[config.mk]
export PLATFORM = sky130hd
export DESIGN_NAME = multi_link_adc_frame_sequencer
export DESIGN_NICKNAME = d
export VERILOG_FILES = /design/src/hw/rtl/mlafs_pkg.sv /design/src/hw/rtl/mlafs_sample_store.sv /design/src/hw/rtl/multi_link_adc_frame_sequencer.sv
export SDC_FILE = /design/constraint.sdc
export NUM_CORES = 1
export LEC_CHECK = 0
export BUFFER_PORTS_ARGS = -buffer_cell sky130_fd_sc_hd__buf_2
export CAP_MARGIN = 20
export CELL_PAD_IN_SITES_DETAIL_PLACEMENT = 0
export CELL_PAD_IN_SITES_GLOBAL_PLACEMENT = 1
export CORE_MARGIN = 4
export CORE_UTILIZATION = 54
export CTS_BUF_LIST = sky130_fd_sc_hd__clkbuf_16
export DETAILED_ROUTE_END_ITERATION = 10
export GPL_TIMING_DRIVEN = 0
export PLACE_DENSITY = 0.93
export SLEW_MARGIN = 5
export SYNTH_ARGS = -nofsm -noshare
export SYNTH_HDL_FRONTEND = slang
export SYNTH_SLANG_ARGS = --single-unit
[constraint.sdc]
create_clock -name clk -period 9 [get_ports clk]
set_input_delay 1.8 -clock clk [delete_from_list [all_inputs] [get_ports clk]]
set_output_delay 1.8 -clock clk [all_outputs]
set_load 0.01 [all_outputs]
[src/hw/rtl/mlafs_pkg.sv]
// Shared constants, codes and types of the multi-link converter frame sequencer.
package mlafs_pkg;

  localparam int LINKS          = 3;
  localparam int SLOTS_PER_LINK = 8;
  localparam int CHANNELS       = 24;
  localparam int STORE_DEPTH    = LINKS * SLOTS_PER_LINK;

  localparam int ADDR_W    = $clog2(STORE_DEPTH);
  localparam int LINK_W    = 2;
  localparam int POS_W     = 3;
  localparam int CH_W      = 5;
  localparam int SAMPLE_W  = 16;
  localparam int COUNT_W   = 4;
  localparam int CFG_IDX_W = 2;
  localparam int CFG_DAT_W = 24;
  localparam int FAIL_W    = 16;
  localparam int OVR_W     = 32;
  localparam int KIND_W    = 3;

  localparam logic [1:0] CMD_TICK     = 2'd0;
  localparam logic [1:0] CMD_SAMPLE   = 2'd1;
  localparam logic [1:0] CMD_COMPLETE = 2'd2;
  localparam logic [1:0] CMD_ERROR    = 2'd3;

  localparam logic [KIND_W-1:0] KIND_STARTED  = 3'd0;
  localparam logic [KIND_W-1:0] KIND_OVERRUN  = 3'd1;
  localparam logic [KIND_W-1:0] KIND_ABORTED  = 3'd2;
  localparam logic [KIND_W-1:0] KIND_SAMPLE   = 3'd3;
  localparam logic [KIND_W-1:0] KIND_DONE     = 3'd4;
  localparam logic [KIND_W-1:0] KIND_NOTHING  = 3'd5;

  localparam logic [CFG_IDX_W-1:0] CFG_COUNT_LINK0 = 2'd0;
  localparam logic [CFG_IDX_W-1:0] CFG_COUNT_LINK1 = 2'd1;
  localparam logic [CFG_IDX_W-1:0] CFG_COUNT_LINK2 = 2'd2;
  localparam logic [CFG_IDX_W-1:0] CFG_ENABLE_MASK = 2'd3;

  typedef struct packed {
    logic                en;
    logic [ADDR_W-1:0]   addr;
    logic [SAMPLE_W-1:0] data;
  } store_wr_t;

  typedef struct packed {
    logic              en;
    logic [ADDR_W-1:0] addr;
  } store_rd_t;

endpackage

[src/hw/rtl/mlafs_sample_store.sv]
// Sample store: single-port-write, registered-read memory with per-entry valid bits.
module mlafs_sample_store
  import mlafs_pkg::*;
(
  input  logic                clk,
  input  logic                rst_n,
  input  store_wr_t           wr,
  input  store_rd_t           rd,
  output logic [SAMPLE_W-1:0] rd_data
);

  logic [SAMPLE_W-1:0]    mem [STORE_DEPTH];
  logic [STORE_DEPTH-1:0] vld_r;
  logic [SAMPLE_W-1:0]    rd_data_r;
  logic                   rd_vld_r;

  always_ff @(posedge clk) begin
    if (wr.en) begin
      mem[wr.addr] <= wr.data;
    end
    if (rd.en) begin
      rd_data_r <= mem[rd.addr];
    end
  end

  always_ff @(posedge clk) begin
    if (!rst_n) begin
      vld_r    <= '0;
      rd_vld_r <= 1'b0;
    end else begin
      if (wr.en) begin
        vld_r[wr.addr] <= 1'b1;
      end
      if (rd.en) begin
        rd_vld_r <= vld_r[rd.addr];
      end
    end
  end

  assign rd_data = rd_vld_r ? rd_data_r : '0;

endmodule

[src/hw/rtl/multi_link_adc_frame_sequencer.sv]
// Frame sequencer for three serial converter links: control, counters and result emission.
//
//  channel  direction  handshake            payload
//  in_      input      in_valid/in_ready    cmd, link, position, sample, start_refused_mask
//  out_     output     out_valid/out_ready  kind, channel, sample_res, link_mask, done_mask,
//                                           abort_run, overrun_count, last
//  cfg_     input      cfg_valid/cfg_ready  index, data
//
// An item is accepted, then executed; an item that emits a result waits for a free result slot.
// A completion that closes the frame scans all store entries link-major, with a store read
// for each emitted channel that waits for a free result slot, and ends with the done marker.
// Reset is synchronous; the store needs no clearing pass, unwritten entries read as zero.
// A stalled output holds the sequencer in its emitting state; the next item is accepted
// while the last result of the previous one still waits.
module multi_link_adc_frame_sequencer
  import mlafs_pkg::*;
(
  input  logic                 clk,
  input  logic                 rst_n,
  input  logic                 in_valid,
  output logic                 in_ready,
  input  logic [1:0]           in_cmd,
  input  logic [LINK_W-1:0]    in_link,
  input  logic [POS_W-1:0]     in_position,
  input  logic [SAMPLE_W-1:0]  in_sample,
  input  logic [LINKS-1:0]     in_start_refused_mask,
  output logic                 out_valid,
  input  logic                 out_ready,
  output logic [KIND_W-1:0]    out_kind,
  output logic [CH_W-1:0]      out_channel,
  output logic [SAMPLE_W-1:0]  out_sample_res,
  output logic [LINKS-1:0]     out_link_mask,
  output logic [LINKS-1:0]     out_done_mask,
  output logic [FAIL_W-1:0]    out_abort_run,
  output logic [OVR_W-1:0]     out_overrun_count,
  output logic                 out_last,
  input  logic                 cfg_valid,
  output logic                 cfg_ready,
  input  logic [CFG_IDX_W-1:0] cfg_index,
  input  logic [CFG_DAT_W-1:0] cfg_data
);

  typedef enum logic [2:0] {ST_IDLE, ST_EXEC, ST_SCAN, ST_READ, ST_DONE} state_t;

  state_t state_r, state_nxt;

  logic [COUNT_W-1:0]   count_r [LINKS];
  logic [COUNT_W-1:0]   count_nxt [LINKS];
  logic [CHANNELS-1:0]  mask_r, mask_nxt;
  logic [COUNT_W-1:0]   snap_count_r [LINKS];
  logic [COUNT_W-1:0]   snap_count_nxt [LINKS];
  logic [CHANNELS-1:0]  snap_mask_r, snap_mask_nxt;

  logic                 busy_r, busy_nxt;
  logic [LINKS-1:0]     pending_r, pending_nxt;
  logic [LINKS-1:0]     done_r, done_nxt;
  logic [FAIL_W-1:0]    fail_r, fail_nxt;
  logic [OVR_W-1:0]     ovr_r, ovr_nxt;

  logic [1:0]           it_cmd_r, it_cmd_nxt;
  logic [LINK_W-1:0]    it_link_r, it_link_nxt;
  logic [POS_W-1:0]     it_pos_r, it_pos_nxt;
  logic [SAMPLE_W-1:0]  it_sample_r, it_sample_nxt;
  logic [LINKS-1:0]     it_refused_r, it_refused_nxt;

  logic [LINK_W-1:0]    scan_l_r, scan_l_nxt;
  logic [POS_W-1:0]     scan_p_r, scan_p_nxt;

  logic                 out_valid_r, out_valid_nxt;
  logic [KIND_W-1:0]    out_kind_r, out_kind_nxt;
  logic [CH_W-1:0]      out_channel_r, out_channel_nxt;
  logic [SAMPLE_W-1:0]  out_sample_r, out_sample_nxt;
  logic [LINKS-1:0]     out_lm_r, out_lm_nxt;
  logic [LINKS-1:0]     out_dm_r, out_dm_nxt;
  logic [FAIL_W-1:0]    out_fail_r, out_fail_nxt;
  logic [OVR_W-1:0]     out_ovr_r, out_ovr_nxt;
  logic                 out_last_r, out_last_nxt;

  logic                 slot_free;
  logic [LINKS-1:0]     start_pend;
  logic                 start_abort;
  logic [CH_W-1:0]      scan_ch;
  logic                 scan_elig;
  logic                 scan_end;
  logic [LINKS-1:0]     it_bit;
  logic                 it_link_ok;

  store_wr_t            st_wr;
  store_rd_t            st_rd;
  logic [SAMPLE_W-1:0]  st_rd_data;

  mlafs_sample_store u_store (
    .clk     (clk),
    .rst_n   (rst_n),
    .wr      (st_wr),
    .rd      (st_rd),
    .rd_data (st_rd_data)
  );

  assign slot_free  = !out_valid_r || out_ready;
  assign it_link_ok = (32'(it_link_r) < LINKS);
  assign it_bit     = it_link_ok ? LINKS'(1) << it_link_r : '0;

  always_comb begin
    start_pend  = '0;
    start_abort = 1'b0;
    for (int l = 0; l < LINKS; l++) begin
      if (!start_abort && count_r[l] != '0) begin
        if (it_refused_r[l]) begin
          start_abort = 1'b1;
        end else begin
          start_pend[l] = 1'b1;
        end
      end
    end
  end

  assign scan_ch   = CH_W'(scan_p_r) * CH_W'(LINKS) + CH_W'(scan_l_r);
  assign scan_elig = (COUNT_W'(scan_p_r) < snap_count_r[scan_l_r])
                     && (32'(scan_ch) < CHANNELS) && snap_mask_r[scan_ch];
  assign scan_end  = (scan_l_r == LINK_W'(LINKS - 1)) && (scan_p_r == POS_W'(SLOTS_PER_LINK - 1));

  always_comb begin
    state_nxt       = state_r;
    count_nxt       = count_r;
    mask_nxt        = mask_r;
    snap_count_nxt  = snap_count_r;
    snap_mask_nxt   = snap_mask_r;
    busy_nxt        = busy_r;
    pending_nxt     = pending_r;
    done_nxt        = done_r;
    fail_nxt        = fail_r;
    ovr_nxt         = ovr_r;
    it_cmd_nxt      = it_cmd_r;
    it_link_nxt     = it_link_r;
    it_pos_nxt      = it_pos_r;
    it_sample_nxt   = it_sample_r;
    it_refused_nxt  = it_refused_r;
    scan_l_nxt      = scan_l_r;
    scan_p_nxt      = scan_p_r;
    out_valid_nxt   = out_valid_r && !out_ready;
    out_kind_nxt    = out_kind_r;
    out_channel_nxt = out_channel_r;
    out_sample_nxt  = out_sample_r;
    out_lm_nxt      = out_lm_r;
    out_dm_nxt      = out_dm_r;
    out_fail_nxt    = out_fail_r;
    out_ovr_nxt     = out_ovr_r;
    out_last_nxt    = out_last_r;
    st_wr           = '0;
    st_rd           = '0;

    if (cfg_valid) begin
      case (cfg_index)
        CFG_COUNT_LINK0: count_nxt[0] = cfg_data[COUNT_W-1:0];
        CFG_COUNT_LINK1: count_nxt[1] = cfg_data[COUNT_W-1:0];
        CFG_COUNT_LINK2: count_nxt[2] = cfg_data[COUNT_W-1:0];
        CFG_ENABLE_MASK: mask_nxt     = cfg_data[CHANNELS-1:0];
        default: ;
      endcase
    end

    case (state_r)
      ST_IDLE: begin
        if (in_valid) begin
          it_cmd_nxt     = in_cmd;
          it_link_nxt    = in_link;
          it_pos_nxt     = in_position;
          it_sample_nxt  = in_sample;
          it_refused_nxt = in_start_refused_mask;
          state_nxt      = ST_EXEC;
        end
      end

      ST_EXEC: begin
        case (it_cmd_r)
          CMD_TICK: begin
            if (slot_free) begin
              snap_count_nxt  = count_r;
              snap_mask_nxt   = mask_r;
              out_valid_nxt   = 1'b1;
              out_channel_nxt = '0;
              out_sample_nxt  = '0;
              out_lm_nxt      = '0;
              out_dm_nxt      = '0;
              out_last_nxt    = 1'b1;
              out_fail_nxt    = fail_r;
              out_ovr_nxt     = ovr_r;
              if (busy_r) begin
                ovr_nxt      = ovr_r + 1'b1;
                out_ovr_nxt  = ovr_r + 1'b1;
                out_kind_nxt = KIND_OVERRUN;
              end else if (start_abort) begin
                busy_nxt     = 1'b0;
                pending_nxt  = '0;
                done_nxt     = '0;
                fail_nxt     = fail_r + 1'b1;
                out_fail_nxt = fail_r + 1'b1;
                out_kind_nxt = KIND_ABORTED;
                out_lm_nxt   = start_pend;
              end else if (start_pend == '0) begin
                pending_nxt  = '0;
                done_nxt     = '0;
                out_kind_nxt = KIND_NOTHING;
              end else begin
                busy_nxt     = 1'b1;
                pending_nxt  = start_pend;
                done_nxt     = '0;
                out_kind_nxt = KIND_STARTED;
                out_lm_nxt   = start_pend;
              end
              state_nxt = ST_IDLE;
            end
          end

          CMD_SAMPLE: begin
            st_wr.en   = it_link_ok && (32'(it_pos_r) < SLOTS_PER_LINK);
            st_wr.addr = ADDR_W'(it_link_r) * ADDR_W'(SLOTS_PER_LINK) + ADDR_W'(it_pos_r);
            st_wr.data = it_sample_r;
            state_nxt  = ST_IDLE;
          end

          CMD_COMPLETE: begin
            state_nxt = ST_IDLE;
            if (busy_r && (pending_r & it_bit) != '0) begin
              done_nxt = done_r | it_bit;
              if ((done_r | it_bit) == pending_r) begin
                scan_l_nxt = '0;
                scan_p_nxt = '0;
                state_nxt  = ST_SCAN;
              end
            end
          end

          default: begin
            if (!(it_link_ok && busy_r)) begin
              state_nxt = ST_IDLE;
            end else if (slot_free) begin
              busy_nxt        = 1'b0;
              pending_nxt     = '0;
              done_nxt        = '0;
              fail_nxt        = fail_r + 1'b1;
              out_valid_nxt   = 1'b1;
              out_kind_nxt    = KIND_ABORTED;
              out_channel_nxt = '0;
              out_sample_nxt  = '0;
              out_lm_nxt      = pending_r;
              out_dm_nxt      = done_r;
              out_fail_nxt    = fail_r + 1'b1;
              out_ovr_nxt     = ovr_r;
              out_last_nxt    = 1'b1;
              state_nxt       = ST_IDLE;
            end
          end
        endcase
      end

      ST_SCAN: begin
        if (scan_elig) begin
          st_rd.en   = 1'b1;
          st_rd.addr = ADDR_W'(scan_l_r) * ADDR_W'(SLOTS_PER_LINK) + ADDR_W'(scan_p_r);
          state_nxt  = ST_READ;
        end else if (scan_end) begin
          state_nxt = ST_DONE;
        end else if (scan_p_r == POS_W'(SLOTS_PER_LINK - 1)) begin
          scan_p_nxt = '0;
          scan_l_nxt = scan_l_r + 1'b1;
        end else begin
          scan_p_nxt = scan_p_r + 1'b1;
        end
      end

      ST_READ: begin
        if (slot_free) begin
          out_valid_nxt   = 1'b1;
          out_kind_nxt    = KIND_SAMPLE;
          out_channel_nxt = scan_ch;
          out_sample_nxt  = st_rd_data;
          out_lm_nxt      = '0;
          out_dm_nxt      = '0;
          out_fail_nxt    = fail_r;
          out_ovr_nxt     = ovr_r;
          out_last_nxt    = 1'b0;
          if (scan_end) begin
            state_nxt = ST_DONE;
          end else begin
            state_nxt = ST_SCAN;
            if (scan_p_r == POS_W'(SLOTS_PER_LINK - 1)) begin
              scan_p_nxt = '0;
              scan_l_nxt = scan_l_r + 1'b1;
            end else begin
              scan_p_nxt = scan_p_r + 1'b1;
            end
          end
        end
      end

      ST_DONE: begin
        if (slot_free) begin
          busy_nxt        = 1'b0;
          pending_nxt     = '0;
          done_nxt        = '0;
          fail_nxt        = '0;
          out_valid_nxt   = 1'b1;
          out_kind_nxt    = KIND_DONE;
          out_channel_nxt = '0;
          out_sample_nxt  = '0;
          out_lm_nxt      = '0;
          out_dm_nxt      = '0;
          out_fail_nxt    = '0;
          out_ovr_nxt     = ovr_r;
          out_last_nxt    = 1'b1;
          state_nxt       = ST_IDLE;
        end
      end

      default: state_nxt = ST_IDLE;
    endcase
  end

  always_ff @(posedge clk) begin
    if (!rst_n) begin
      state_r      <= ST_IDLE;
      count_r      <= '{default: '0};
      mask_r       <= '1;
      snap_count_r <= '{default: '0};
      snap_mask_r  <= '0;
      busy_r       <= 1'b0;
      pending_r    <= '0;
      done_r       <= '0;
      fail_r       <= '0;
      ovr_r        <= '0;
      out_valid_r  <= 1'b0;
    end else begin
      state_r      <= state_nxt;
      count_r      <= count_nxt;
      mask_r       <= mask_nxt;
      snap_count_r <= snap_count_nxt;
      snap_mask_r  <= snap_mask_nxt;
      busy_r       <= busy_nxt;
      pending_r    <= pending_nxt;
      done_r       <= done_nxt;
      fail_r       <= fail_nxt;
      ovr_r        <= ovr_nxt;
      out_valid_r  <= out_valid_nxt;
    end
    it_cmd_r      <= it_cmd_nxt;
    it_link_r     <= it_link_nxt;
    it_pos_r      <= it_pos_nxt;
    it_sample_r   <= it_sample_nxt;
    it_refused_r  <= it_refused_nxt;
    scan_l_r      <= scan_l_nxt;
    scan_p_r      <= scan_p_nxt;
    out_kind_r    <= out_kind_nxt;
    out_channel_r <= out_channel_nxt;
    out_sample_r  <= out_sample_nxt;
    out_lm_r      <= out_lm_nxt;
    out_dm_r      <= out_dm_nxt;
    out_fail_r    <= out_fail_nxt;
    out_ovr_r     <= out_ovr_nxt;
    out_last_r    <= out_last_nxt;
  end

  assign in_ready          = (state_r == ST_IDLE);
  assign cfg_ready         = 1'b1;
  assign out_valid         = out_valid_r;
  assign out_kind          = out_kind_r;
  assign out_channel       = out_channel_r;
  assign out_sample_res    = out_sample_r;
  assign out_link_mask     = out_lm_r;
  assign out_done_mask     = out_dm_r;
  assign out_abort_run     = out_fail_r;
  assign out_overrun_count = out_ovr_r;
  assign out_last          = out_last_r;

endmodule

==> run metrics <==
Starting DRT DRC Count 2700; complex-gate fraction of the synthesized area 0.1188; element type at the critical path start register; post-layout power ~6.2 mW; Non-Filler Instances 3306; average via count per standard cell ~6.3; mux cell area share after synthesis 0.05780; Chip Width 236.4 um; Final Critical Period slightly below 6 ns; Sum Neg Setup Slack 0 ns; cts bufs inserted 70; Crit path buffers/inverters 4; delay-heaviest family, CP simple AND/OR/NAND/NOR gates; TritonCTS clock tree built; Peak Freq roughly 170 MHz; Synth Register Bits between 600 and 700; leading register cell type out of synthesis sky130_fd_sc_hd__edfxtp_1; standard-cell rows between 80 and 90; final routed wire length divided by cell count around 24 um; unrepaired setup endpoints after global routing false; area of the mapped netlist ~28000 um^2; number of cells traversed by the worst register-to-register path 14; main combinational cell family by area after synthesis simple AND/OR/NAND/NOR gates; Global Route Usage Sum 0.2793; required time of the critical path between 9 and 10 ns; CTS max path bufs 3; basic-gate share of the synthesized area counting and, or, nand and nor cells 0.1274; Peak VDD IR approximately 0.17 mV; worst hold path type register to register; Power Dens Cells 191.3 nW/um^2; Maximum Capacitance Violations 0; leakage power total ~11 nW; CTS clk-pin slew, worst paths ~0.06 ns; worst reg2reg endpoint u_store.rd_data_r[2]; maximum clock skew at final layout approximately 0.04 ns; Synthesis Warnings 0; most numerous cell on the critical path sky130_fd_sc_hd__fa_1; cell count after placement ~3200; maximum number of pins on one net before global-route repair 25; Die ar. ~56000 um^2; largest driver fanout on the critical path 10; Crit-path slowest cell sky130_fd_sc_hd__nor4_1; hold-fix buffer count after cts 0; post-cts repair resize count 0; # IOs about 140; xor-xnor portion of the synthesized cell area 0.006842; Antenna Violating Nets Remaining 0; placeable core region 51510 um^2; nets in the synthesized netlist 2400; final setup vio count 0; length of the first detailed-routing pass in iterations 6; Worst Hold Endpoint snap_mask_r[9]; routability cong. between 0.9 and 1; fraction of the mapped netlist area in adder cells 0.008530; worst reg2reg path startpoint scan_p_r[1]; number of nets in the final layout around 2600; vias in the first global route roughly 20000; number of clock sinks 666; max-slew headroom at the worst pin 0.1643; GR Overflow Total 0; Unique masters post-synth between 80 and 90; flop2flop setup slack about 3.2 ns; measured slew at the worst slew-check pin approximately 1.3 ns; sort of element at the end of the critical path register; Tcrit/Tclk final 0.6404; Fin. Hold Viols 0; data arrival time of the worst path about 6 ns; Post-Syn Instances 2325; Crit path largest cell delay approximately 1.0 ns; first-pass GRT wire length between 100000 and 150000 um; # DRC 0; number of enable flip-flop cells after synthesis a little over 500; initial cell density of the core 0.5468; number of port buffers ~140; wirelength, routed 80130 um; root buffer cell sky130_fd_sc_hd__clkbuf_16; layout overhead on the synthesized area 15.49%; fraction of the yosys area taken by sequential cells 0.6547; height of the chip between 200 and 250 um; diodes inserted 0; critical-path cell list fa_1 -> ha_1 -> inv_1 -> fa_1 -> buf_1 -> nand3b_1 -> a41oi_1 -> a41oi_2 -> buf_2 -> nand4_1 -> clkbuf_1 -> a21oi_1 -> nor4_1 -> a22oi_1; post-CTS setup-driven buffer insertion count 0; Avg Cell Area, Syn about 12 um^2; proportion of register bits with asynchronous set or reset after synthesis 0; Hold Crit Depth 2; clock latency on the worst-skew pair 0.63 ns; worst setup path class register to register; outcome finished clean; fin. max-slew vios 0; HPWL after detailed placement between 50000 and 60000 um; layout cells sized above 1 0.1481; vias post-DR roughly 21000; H-tree Lvls 3; number of antenna violations at the first check in global routing 1; Hold Startpoint snap_mask_r[9]
-- cells in the final DEF (no fill, tap or decap), types with 15 or more instances in the layout --
master	n
sky130_fd_sc_hd__buf_2	165
sky130_fd_sc_hd__o21ai_0	116
sky130_fd_sc_hd__clkbuf_16	72
sky130_fd_sc_hd__a21boi_0	28
sky130_fd_sc_hd__buf_8	22
sky130_fd_sc_hd__nor2_1	219
sky130_fd_sc_hd__mux2i_1	94
sky130_fd_sc_hd__inv_1	45
sky130_fd_sc_hd__nand2_1	257
sky130_fd_sc_hd__nor2b_1	20
sky130_fd_sc_hd__dfxtp_1	156
sky130_fd_sc_hd__clkbuf_1	106
sky130_fd_sc_hd__o211ai_1	15
sky130_fd_sc_hd__and3_1	48
sky130_fd_sc_hd__o31ai_1	19
sky130_fd_sc_hd__nor2_2	26
sky130_fd_sc_hd__clkinv_1	18
sky130_fd_sc_hd__nor3_1	23
sky130_fd_sc_hd__and2_1	15
sky130_fd_sc_hd__mux2_2	51
sky130_fd_sc_hd__ha_1	16
sky130_fd_sc_hd__a211oi_1	42
sky130_fd_sc_hd__buf_1	16
sky130_fd_sc_hd__nand4_1	20
sky130_fd_sc_hd__nand3_1	74
sky130_fd_sc_hd__a21oi_1	129
sky130_fd_sc_hd__edfxtp_1	510
sky130_fd_sc_hd__or3_1	27
-- through the flow --
step / cell area [um^2] / util / worst slack (ns) / hold WS, ns
finish: 32530 / 0.6315 / 3.237 / 0.4535
global route: 32530 / 0.6315 / 3.149 / 0.4710
CTS: 32440 / 0.6298 / 3.532 / 0.4537
detailed placement: 30260 / 0.5874 / 3.596 / 0.4456
global placement: 29700 / 0.5766 / 3.194 / 0.4414
floorplan: 28160 / - / 4.539 / 0.4321
-- cells by family (layout without fill, tap and decap cells) --
logic type,after synthesis,count (layout)
other cells,1,1
simple gates,782,782
fa+ha+maj,18,18
xor+xnor,22,22
compound gates,509,509
mux,150,150
flops,666,666
buf+inv,177,478
-- worst reg2reg max path, stage by stage, from the launching register on --
cell	delay, ns
sky130_fd_sc_hd__edfxtp_1	0.54
sky130_fd_sc_hd__fa_1	0.56
sky130_fd_sc_hd__ha_1	0.18
sky130_fd_sc_hd__inv_1	0.06
sky130_fd_sc_hd__fa_1	0.47
sky130_fd_sc_hd__buf_1	0.31
sky130_fd_sc_hd__nand3b_1	0.13
sky130_fd_sc_hd__a41oi_1	0.30
sky130_fd_sc_hd__a41oi_2	0.14
sky130_fd_sc_hd__buf_2	0.28
sky130_fd_sc_hd__nand4_1	0.51
sky130_fd_sc_hd__clkbuf_1	0.48
sky130_fd_sc_hd__a21oi_1	0.11
sky130_fd_sc_hd__nor4_1	1.01
sky130_fd_sc_hd__a22oi_1	0.33
-- worst max path at each step --
stage | from | to | slack [ns] | depth (start not counted)
6_report | scan_p_r[1] | u_store.rd_data_r[2] | 3.24 | 14
5_1_grt | scan_p_r[1] | u_store.rd_data_r[2] | 3.15 | 14
4_1_cts | scan_p_r[1] | u_store.rd_data_r[14] | 3.53 | 14
3_5_place_dp | scan_p_r[1] | u_store.rd_data_r[14] | 3.60 | 14
3_3_place_gp | out_ready | out_overrun_count[26] | 3.19 | 5
2_1_floorplan | out_ready | out_overrun_count[0] | 4.54 | 4
-- cells in the mapped netlist, types with 22 or more instances --
library cell               instances  share of area
sky130_fd_sc_hd__nand3_1          74          0.013
sky130_fd_sc_hd__and3_1           48          0.011
sky130_fd_sc_hd__or3_1            27         0.0060
sky130_fd_sc_hd__nor3_1           23         0.0041
sky130_fd_sc_hd__a211oi_1         42          0.011
sky130_fd_sc_hd__a21boi_0         28         0.0075
sky130_fd_sc_hd__nand2_1         257          0.034
sky130_fd_sc_hd__nor2_1          244          0.033
sky130_fd_sc_hd__edfxtp_1        510           0.54
sky130_fd_sc_hd__mux2_2           51          0.020
sky130_fd_sc_hd__clkbuf_1        106          0.014
sky130_fd_sc_hd__a21oi_1         129          0.023
sky130_fd_sc_hd__inv_1            22         0.0029
sky130_fd_sc_hd__o21ai_0         116          0.021
sky130_fd_sc_hd__buf_2            28         0.0050
sky130_fd_sc_hd__dfxtp_1         156           0.11
sky130_fd_sc_hd__mux2i_1          94          0.033
-- power breakdown --
part	internal, mW	switching (mW)	leakage [nW]
Combinational	0.0520	0.125	4.23
Sequential	3.31	0.0158	5.47
Clock	1.51	1.21	1.15
-- state kept, by name, indices dropped and copies added (netlist names), 5 cells and up --
| name | flops |
|---|---|
| u_store.vld_r | 24 |
| snap_mask_r | 24 |
| u_store.mem | 384 |
| u_store.rd_data_r | 16 |
| it_sample_r | 16 |
| count_r | 12 |
| out_channel | 5 |
| ovr_r | 32 |
| mask_r | 24 |
| out_abort_run | 16 |
| out_sample_res | 16 |
| snap_count_r | 12 |
| fail_r | 16 |
| out_overrun_count | 32 |
-- routing by layer --
| layer | track usage | wire, um | vias up |
|---|---|---|---|
| met1 | 0.3832 | 31500 | 10060 |
| met3 | 0.06512 | 8859 | 199 |
| met5 | 0 | 0 | - |
| met4 | 0.1104 | 3135 | 0 |
| li1 | - | - | 9187 |
| met2 | 0.4356 | 36640 | 1239 |
-- area by class of cell --
type / count / area [um^2]
clock inverter: 57 / 406.6
sequential: 666 / 18440
fill: 3916 / 18980
inverter: 22 / 82.58
clock buffer: 71 / 1777
multi-input combinational: 1482 / 9080
buffer: 155 / 644.4
tap: 680 / 850.8
timing repair buffer: 173 / 1247
No activity file was read; power rests on OpenSTA's default activity.
